### config.mk
export PLATFORM = sky130hd
export DESIGN_NAME = indexed_shift_list_top_flat
export DESIGN_NICKNAME = d
export VERILOG_FILES = /design/src/rtl/isl_pkg.sv /design/src/rtl/isl_if.sv /design/src/rtl/indexed_shift_list_top.sv /design/src/rtl/isl_cell.sv /design/src/flat_wrapper.sv
export SDC_FILE = /design/constraint.sdc
export NUM_CORES = 2
export LEC_CHECK = 0
export CAP_MARGIN = 20
export CORE_UTILIZATION = 35
export CTS_CLUSTER_DIAMETER = 40
export DETAILED_ROUTE_END_ITERATION = 8
export DONT_BUFFER_PORTS = 1
export HOLD_SLACK_MARGIN = 0.1
export PLACE_DENSITY = 0.58
export SYNTH_ARGS = -nofsm -noshare
export SYNTH_HDL_FRONTEND = slang
export SYNTH_SLANG_ARGS = --single-unit
### constraint.sdc
create_clock -name clk -period 9.4 [get_ports clk]
set_input_delay 1.88 -clock clk [delete_from_list [all_inputs] [get_ports clk]]
set_output_delay 1.88 -clock clk [all_outputs]
set_load 0.03 [all_outputs]
### src/rtl/isl_pkg.sv
// Shared constants, codes and types for the indexed shift list.
`default_nettype none

package isl_pkg;

    // Sizing of the list
    localparam int DEPTH         = 16;
    localparam int ELEMENT_WIDTH = 32;

    // Fixed field widths of the channels
    localparam int KIND_W   = 2;
    localparam int POS_W    = 4;
    localparam int FIELD_W  = 32;
    localparam int STATUS_W = 2;
    localparam int COUNT_W  = 5;

    // Derived internal widths
    localparam int IDX_W = (DEPTH > 1) ? $clog2(DEPTH) : 1;
    localparam int CNT_W = $clog2(DEPTH + 1);
    localparam int CMP_W = ((POS_W > CNT_W) ? POS_W : CNT_W) + 1;

    typedef logic [ELEMENT_WIDTH-1:0] word_t;

    typedef enum logic [KIND_W-1:0] {
        KIND_INSERT = 2'd0,
        KIND_ERASE  = 2'd1,
        KIND_READ   = 2'd2,
        KIND_FIND   = 2'd3
    } kind_t;

    typedef enum logic [STATUS_W-1:0] {
        STATUS_OK    = 2'd0,
        STATUS_RANGE = 2'd1,
        STATUS_FULL  = 2'd2
    } status_t;

    // Control broadcast from the top level to every cell
    typedef struct packed {
        logic             shift_up;
        logic             shift_down;
        logic             read_en;
        logic             find_en;
        logic [CMP_W-1:0] pos;
        logic [CMP_W-1:0] count;
        word_t            value;
        word_t            mask;
    } cell_ctrl_t;

endpackage

`default_nettype wire

### src/rtl/isl_if.sv
// Request and response channel interfaces of the indexed shift list.
`default_nettype none

interface isl_req_if;
    import isl_pkg::*;

    logic                 valid;
    logic                 ready;
    kind_t                kind;
    logic [POS_W-1:0]     position;
    logic [FIELD_W-1:0]   value;

    modport source (output valid, output kind, output position, output value, input ready);
    modport sink   (input valid, input kind, input position, input value, output ready);
endinterface

interface isl_rsp_if;
    import isl_pkg::*;

    logic                 valid;
    logic                 ready;
    logic [FIELD_W-1:0]   read_word;
    logic                 hit;
    logic [POS_W-1:0]     hit_position;
    status_t              status;
    logic [COUNT_W-1:0]   count;

    modport source (output valid, output read_word, output hit, output hit_position,
                    output status, output count, input ready);
    modport sink   (input valid, input read_word, input hit, input hit_position,
                    input status, input count, output ready);
endinterface

`default_nettype wire

### src/rtl/indexed_shift_list_top.sv
// Top level of the indexed shift list: request decode, cell row and response register.
//
// Usage:
//   req carries one request per beat (kind, position, value); rsp returns exactly
//   one response beat per request (read_word, hit, hit_position, status, count).
//   A request is taken when req.valid and req.ready are both high. Insert and
//   erase shift every later word by one place in the same cycle, because each
//   cell loads from its left or right neighbour in parallel; read and find
//   select from the row through a first-match chain running along the cells.
//   The response is registered: it appears in the register after the edge
//   that takes the request. One request per cycle is taken while req.ready is high.
//   req.ready is high whenever the response register is empty or is being
//   drained, so a stalled receiver holds its beat and blocks new requests only
//   while that beat waits.
//   cfg_we/cfg_wdata write compare_mask, used by find; write it only while idle.
//   Reset empties the list (fill count zero), sets compare_mask to all ones and
//   clears the response valid flag. Word storage is not cleared: positions at or
//   above the count are never read.
`default_nettype none

module indexed_shift_list_top (
    input  wire logic                     clk,
    input  wire logic                     rst_n,
    isl_req_if.sink                       req,
    isl_rsp_if.source                     rsp,
    input  wire logic                     cfg_we,
    input  wire logic [isl_pkg::FIELD_W-1:0] cfg_wdata
);
    import isl_pkg::*;

    logic [FIELD_W-1:0] compare_mask_reg;
    logic [CNT_W-1:0]   count_reg;
    logic [CNT_W-1:0]   count_next;

    logic               out_valid_reg;
    logic [FIELD_W-1:0] read_word_reg;
    logic               hit_reg;
    logic [POS_W-1:0]   hit_position_reg;
    status_t            status_reg;
    logic [COUNT_W-1:0] count_out_reg;

    logic               accept;
    logic [CMP_W-1:0]   pos_ext;
    logic [CMP_W-1:0]   count_ext;
    logic               is_full;
    status_t            status_next;
    cell_ctrl_t         ctrl;

    word_t              word_w  [DEPTH];
    logic               sel_w   [DEPTH];
    logic               found_w [DEPTH+1];

    word_t              sel_word;
    logic [IDX_W-1:0]   sel_idx;
    logic               hit_next;

    assign accept    = req.valid && req.ready;
    assign req.ready = !out_valid_reg || rsp.ready;

    assign pos_ext   = CMP_W'(req.position);
    assign count_ext = CMP_W'(count_reg);
    assign is_full   = count_ext == CMP_W'(DEPTH);

    // Decode the request against the current fill count
    always_comb
    begin
        status_next = STATUS_OK;
        count_next  = count_reg;
        ctrl        = '0;
        ctrl.pos    = pos_ext;
        ctrl.count  = count_ext;
        ctrl.value  = ELEMENT_WIDTH'(req.value);
        ctrl.mask   = ELEMENT_WIDTH'(compare_mask_reg);
        case (req.kind)
            KIND_INSERT:
            begin
                if (pos_ext > count_ext)
                begin
                    status_next = STATUS_RANGE;
                end
                else if (is_full)
                begin
                    status_next = STATUS_FULL;
                end
                else
                begin
                    ctrl.shift_up = accept;
                    count_next    = count_reg + CNT_W'(1);
                end
            end
            KIND_ERASE:
            begin
                if (pos_ext >= count_ext)
                begin
                    status_next = STATUS_RANGE;
                end
                else
                begin
                    ctrl.shift_down = accept;
                    count_next      = count_reg - CNT_W'(1);
                end
            end
            KIND_READ:
            begin
                if (pos_ext >= count_ext)
                begin
                    status_next = STATUS_RANGE;
                end
                else
                begin
                    ctrl.read_en = 1'b1;
                end
            end
            KIND_FIND:
            begin
                ctrl.find_en = 1'b1;
            end
            default:
            begin
                status_next = STATUS_OK;
            end
        endcase
    end

    // Row of cells with neighbour links and the first-match chain
    assign found_w[0] = 1'b0;

    for (genvar g = 0; g < DEPTH; g++)
    begin : g_cell
        isl_cell u_cell (
            .clk        (clk),
            .idx        (IDX_W'(g)),
            .ctrl       (ctrl),
            .left_word  (word_w[(g == 0) ? 0 : g - 1]),
            .right_word (word_w[(g == DEPTH - 1) ? g : g + 1]),
            .found_in   (found_w[g]),
            .word       (word_w[g]),
            .found_out  (found_w[g+1]),
            .sel        (sel_w[g])
        );
    end

    // Gather the selected word and its position; at most one cell is selected
    always_comb
    begin
        sel_word = '0;
        sel_idx  = '0;
        for (int i = 0; i < DEPTH; i++)
        begin
            if (sel_w[i])
            begin
                sel_word = sel_word | word_w[i];
                sel_idx  = sel_idx | IDX_W'(i);
            end
        end
    end

    assign hit_next = ctrl.find_en && found_w[DEPTH];

    // Hold compare mask and fill count
    always_ff @(posedge clk or negedge rst_n)
    begin
        if (!rst_n)
        begin
            compare_mask_reg <= '1;
            count_reg        <= '0;
        end
        else
        begin
            if (cfg_we)
            begin
                compare_mask_reg <= cfg_wdata;
            end
            if (accept)
            begin
                count_reg <= count_next;
            end
        end
    end

    // Response register: load on accept, drop when the beat is taken
    always_ff @(posedge clk or negedge rst_n)
    begin
        if (!rst_n)
        begin
            out_valid_reg <= 1'b0;
        end
        else if (accept)
        begin
            out_valid_reg <= 1'b1;
        end
        else if (rsp.ready)
        begin
            out_valid_reg <= 1'b0;
        end
    end

    always_ff @(posedge clk)
    begin
        if (accept)
        begin
            read_word_reg    <= FIELD_W'(sel_word);
            hit_reg          <= hit_next;
            hit_position_reg <= hit_next ? POS_W'(sel_idx) : '0;
            status_reg       <= status_next;
            count_out_reg    <= COUNT_W'(count_next);
        end
    end

    assign rsp.valid        = out_valid_reg;
    assign rsp.read_word    = read_word_reg;
    assign rsp.hit          = hit_reg;
    assign rsp.hit_position = hit_position_reg;
    assign rsp.status       = status_reg;
    assign rsp.count        = count_out_reg;

endmodule

`default_nettype wire

### src/rtl/isl_cell.sv
// One list cell: holds a word, shifts with its neighbours and flags matches.
`default_nettype none

module isl_cell (
    input  wire logic                   clk,
    input  wire logic [isl_pkg::IDX_W-1:0] idx,
    input  wire isl_pkg::cell_ctrl_t    ctrl,
    input  wire isl_pkg::word_t         left_word,
    input  wire isl_pkg::word_t         right_word,
    input  wire logic                   found_in,
    output isl_pkg::word_t              word,
    output logic                        found_out,
    output logic                        sel
);
    import isl_pkg::*;

    word_t            entry_reg;
    word_t            entry_next;
    logic             load;
    logic [CMP_W-1:0] my_pos;
    logic [CMP_W-1:0] my_pos_inc;
    logic             live;
    logic             match;

    assign my_pos     = CMP_W'(idx);
    assign my_pos_inc = my_pos + CMP_W'(1);
    assign live       = my_pos < ctrl.count;

    // Pick the next word: new value, left neighbour on insert, right on erase
    always_comb
    begin
        load       = 1'b0;
        entry_next = entry_reg;
        if (ctrl.shift_up)
        begin
            if (my_pos == ctrl.pos)
            begin
                load       = 1'b1;
                entry_next = ctrl.value;
            end
            else if ((my_pos > ctrl.pos) && (my_pos <= ctrl.count))
            begin
                load       = 1'b1;
                entry_next = left_word;
            end
        end
        else if (ctrl.shift_down)
        begin
            if ((my_pos >= ctrl.pos) && (my_pos_inc < ctrl.count))
            begin
                load       = 1'b1;
                entry_next = right_word;
            end
        end
    end

    // Hold the word; payload needs no reset
    always_ff @(posedge clk)
    begin
        if (load)
        begin
            entry_reg <= entry_next;
        end
    end

    // Compare under the mask and pass the first-match flag along the row
    assign match     = live && (((entry_reg ^ ctrl.value) & ctrl.mask) == '0);
    assign found_out = found_in | match;
    assign sel       = ctrl.read_en ? (my_pos == ctrl.pos)
                                    : (ctrl.find_en && match && !found_in);
    assign word      = entry_reg;

endmodule

`default_nettype wire

### src/flat_wrapper.sv
// flat-port wrapper written by rule: the top's interface ports become plain ports
module indexed_shift_list_top_flat import isl_pkg::*;
  (clk, rst_n, cfg_we, cfg_wdata, req_valid, req_kind, req_position, req_value, req_ready, rsp_valid, rsp_read_word, rsp_hit, rsp_hit_position, rsp_status, rsp_count, rsp_ready);
  isl_req_if req_i ();
  isl_rsp_if rsp_i ();
  input  wire logic clk;
  input  wire logic rst_n;
  input  wire logic cfg_we;
  input  wire logic [isl_pkg::FIELD_W-1:0] cfg_wdata;
  input wire logic [$bits(req_i.valid)-1:0] req_valid;
  input wire logic [$bits(req_i.kind)-1:0] req_kind;
  input wire logic [$bits(req_i.position)-1:0] req_position;
  input wire logic [$bits(req_i.value)-1:0] req_value;
  output wire logic [$bits(req_i.ready)-1:0] req_ready;
  output wire logic [$bits(rsp_i.valid)-1:0] rsp_valid;
  output wire logic [$bits(rsp_i.read_word)-1:0] rsp_read_word;
  output wire logic [$bits(rsp_i.hit)-1:0] rsp_hit;
  output wire logic [$bits(rsp_i.hit_position)-1:0] rsp_hit_position;
  output wire logic [$bits(rsp_i.status)-1:0] rsp_status;
  output wire logic [$bits(rsp_i.count)-1:0] rsp_count;
  input wire logic [$bits(rsp_i.ready)-1:0] rsp_ready;
  assign req_i.valid = req_valid;
  assign req_i.kind = req_kind;
  assign req_i.position = req_position;
  assign req_i.value = req_value;
  assign req_ready = req_i.ready;
  assign rsp_valid = rsp_i.valid;
  assign rsp_read_word = rsp_i.read_word;
  assign rsp_hit = rsp_i.hit;
  assign rsp_hit_position = rsp_i.hit_position;
  assign rsp_status = rsp_i.status;
  assign rsp_count = rsp_i.count;
  assign rsp_i.ready = rsp_ready;
  indexed_shift_list_top u_core (.clk(clk), .rst_n(rst_n), .req(req_i), .rsp(rsp_i), .cfg_we(cfg_we), .cfg_wdata(cfg_wdata));
endmodule
==> summary.md <==
| Metric | Value |
|---|---|
| Status | finished with violations |
| Failing checks | design-rule violations |
| Number of port buffers | 0 |
| Post-synth EDFFs | 556 |
| Dpl cell area | 0.04509 sq mm |
| Layout cells sized above 1 | 10.05% |
| Clock-pin slew on the worst setup and hold paths | 0.05 ns |
| DR pass1 iterations | 9 |
| Clock tree buffer depth | 3 |
| Critical Path Sink Type | register |
| Hpwl dp | 180,600 microns |
| Ys async rst share | 6.397% |
| Die H | 357.0 microns |
| Total gr overflow | 0 |
| Num ports | 121 |
| Synth warnings | 0 |
| Initial antenna violation count | 7 |
| Post-route ant nets | 0 |
| VDD IR max | 0.1783 mV |
| Setup Fix Bufs, Post-CTS | 0 |
| Reg area | 0.01769 sq mm |
| Worst path bufs/invs | 2 |
| Largest net degree at the start of global routing | 202 |
| Die area | 0.1274 sq mm |
| Maxcap violations | 0 |
| Count of cells resized by post-cts repair | 0 |
| CTS Root Cell | clkbuf_16 |
| Vias in the first global route | 39,580 |
| Final Max Tran Viols | 0 |
| Sink Count | 594 |
| Worst-Skew Late Latency | 0.79 ns |
| Design Area, Final | 0.04933 sq mm |
| Synth Area per Inst | 9.085 sq um |
| Multi-input gate area | 0.02420 sq mm |
| Delay-heaviest family, CP | compound AO/OA/AOI/OAI gates |
| Most used cell, CP | nand2_1 |
| Tcrit/Tclk final | 67.47% |
| Core Rows | 129 |
| TritonCTS Buffers | 118 |
| Critical path class | primary input to register |
| Overall Global Routing Usage | 39.01% |
| Final WL | 257,000 microns |
| Initial DRC count | 9,339 |
| Mapped Cells | 4,854 |
| #FFs+latches synth | 594 |
| Cells along the critical path | inv_1 > ha_1 > nand2b_1 > a2bb2oi_1 > nand2_1 > nand2_1 > o21ba_2 > buf_4 > nand3_2 > o211ai_1 > a2111oi_0 > and3_1 > nand3_1 |
| Most used flip-flop cell after synthesis | edfxtp_1 |
| Setup TNS | 0 ns |
| Fmax | 157.7 MHz |
| Die width | 357.0 microns |
| Path category of the worst min-delay check | register to register |
| Initial core utilization | 35.48% |
| Post-Syn Nets | 4,942 |
| P per Cell Area | 203.2 mW/mm^2 |
| CP max FO | 25 |
| GP Congestion | 1.065 |
| First-pass GRT wire length | 344,500 microns |
| Leakage power | 18.08 nW |
| Fill cells | 12,330 |
| Max incr delay on CP | 1.04 ns |
| Area Overhead vs Synth | 11.87% |
| Mapped cell area | 0.04410 sq mm |
| Core area | 0.1243 sq mm |
| Min cycle time layout | 6.343 ns |
| Number of flip-flops in the largest register | 512 |
| Worst EP required | 9.93 ns |
| Setup Viol. Count Final | 0 |
| Netlist cell types | 86 |
| Hold Fails Final Rpt | 0 |
| RSZ-0062 raised after global routing | false |
| Total number of vias | 44,140 |
| DR DRC count | 7 |
| Core Util, Final | 39.70% |
| Wire per inst | 40.54 microns |
| Slowest-stage cell, CP | a2111oi_0 |
| Commonest non-fill, non-tap cell in the layout | nand2_1 |
| Max Clock Skew | 0.07047 ns |
| CTS tree | built |
| Vias per cell | 6.964 |
| Sequential fraction of the synthesis area | 40.11% |
| H-tree Lvls | 3 |
| WP data arrival | 6.87 ns |
| NumNets Final | 4,680 |
| Setup crit start kind | primary input |
| Cts hold-fix bufs | 0 |
| Most frequent cells in the layout | nand2_1 (854), edfxtp_1 (556), xor2_1 (512), a22oi_1 (400), o21ai_0 (373) |
| Worst rel slew slack | 10.73% |
| Worst-margin pin slew | 1.328 ns |
final cells by class:
cell class	count	share of cell area [%]
clock inverter	96	2.310
timing repair buffer	114	1.895
multi-input combinational	3689	49.05
tap	1637	4.152
inverter	75	0.5706
antenna	5	0.02536
sequential	594	35.85
clock buffer	128	6.145
worst register-to-register path, cell delays in order (launching register included):
cell and delay [ns]:
dfrtp_1 0.70, inv_1 0.35, ha_1 0.30, o21bai_1 0.43
nand2_1 0.36, nand3_1 0.17, nor4_1 0.43, a22oi_2 0.44
a32oi_4 0.49, buf_4 0.47, nor2b_1 0.10, a2111oi_0 1.06
and3_1 0.42, nand3_1 0.11
path summary, 6_finish.rpt:
path / from / endpoint / slack, ns / cells after the start
min reg2reg: u_core.compare_mask_reg[27]$_DFFE_PN1P_ / u_core.compare_mask_reg[27]$_DFFE_PN1P_ / 0.62 / 1
min in group asynchronous: rst_n / u_core.count_reg[3]$_DFFE_PN0P_ / 0.81 / 0
min: u_core.compare_mask_reg[27]$_DFFE_PN1P_ / u_core.compare_mask_reg[27]$_DFFE_PN1P_ / 0.62 / 1
max reg2reg: u_core.count_reg[1]$_DFFE_PN0P_ / u_core.rsp.read_word[11]$_DFFE_PP_ / 3.34 / 13
max in group asynchronous: rst_n / u_core.compare_mask_reg[24]$_DFFE_PN1P_ / 8.37 / 0
max: req_position[0] / u_core.rsp.read_word[11]$_DFFE_PP_ / 3.06 / 13
layer usage:
layer	global-route usage (%)	vias to the layer above	wire length [microns]
met2	56.38	3989	105700
met3	13.79	866	35890
met1	49.85	21790	96010
met4	23.18	10	19270
met5	0	-	63
li1	-	17480	-
logic make-up after synthesis:
logic type                 synth area share [%]
buffers and inverters                     5.740
adders and majority gates                0.3688
DFF                                       40.11
and+or+nand+nor                           14.27
AOI/OAI and AO/OA                         21.88
muxes                                     7.473
xor gates and xnor gates                  10.17
stage by stage:
step / setup WS, ns / hold slack (ns) / std cells / power (mW)
floorplan: 0.2286 / 0.5660 / 4854 / 4.542
global placement: 2.795 / 0.6028 / 6104 / 5.398
detailed placement: 2.720 / 0.6109 / 6106 / 5.408
CTS: 3.529 / 0.6247 / 6330 / 9.877
global route: 3.303 / 0.6345 / 6333 / 10.18
finish: 3.057 / 0.6219 / 6338 / 10.02
where the power goes:
part	total, mW	internal (mW)	leakage [nW]	switching, mW
sequential	3.57	3.14	5.46	0.431
combinational	1.96	0.544	10.6	1.42
clock	4.49	2.83	2.02	1.67
total	10.0	6.51	18.1	3.52
cells in the mapped netlist, types with 8 or more instances:
library cell  instances  area share, %
nor2b_1              26           0.37
mux2_2               34           0.87
o21ai_0             375            4.3
edfxtp_1            556             38
o211ai_1             11           0.19
inv_1                73           0.62
nand2b_1             19           0.27
clkbuf_1            313            2.7
nor2_1              239            2.0
a31oi_1             156            2.2
a221oi_1             45           0.89
a22oi_1             400            6.8
buf_2                82           0.93
nand4_1              51           0.72
a2111oi_0            31           0.62
ha_1                 13           0.37
buf_1                55           0.47
xor2_1              512             10
o21a_1               10           0.17
nor3_1               25           0.28
and3_1               48           0.68
a22o_1               95            1.9
a211oi_1             14           0.24
and2_1               19           0.27
o2111ai_1            23           0.46
buf_6                28           0.71
a211o_1              10           0.20
o22ai_1               8           0.11
buf_4                17           0.29
nand3_1              86           0.98
dfstp_2              32            1.9
mux2i_1             291            6.6
a222oi_1             60            1.4
nor4_1                9           0.13
a21oi_1             107            1.2
nand2_1             859            7.3
(Power assumes the default switching activity.)
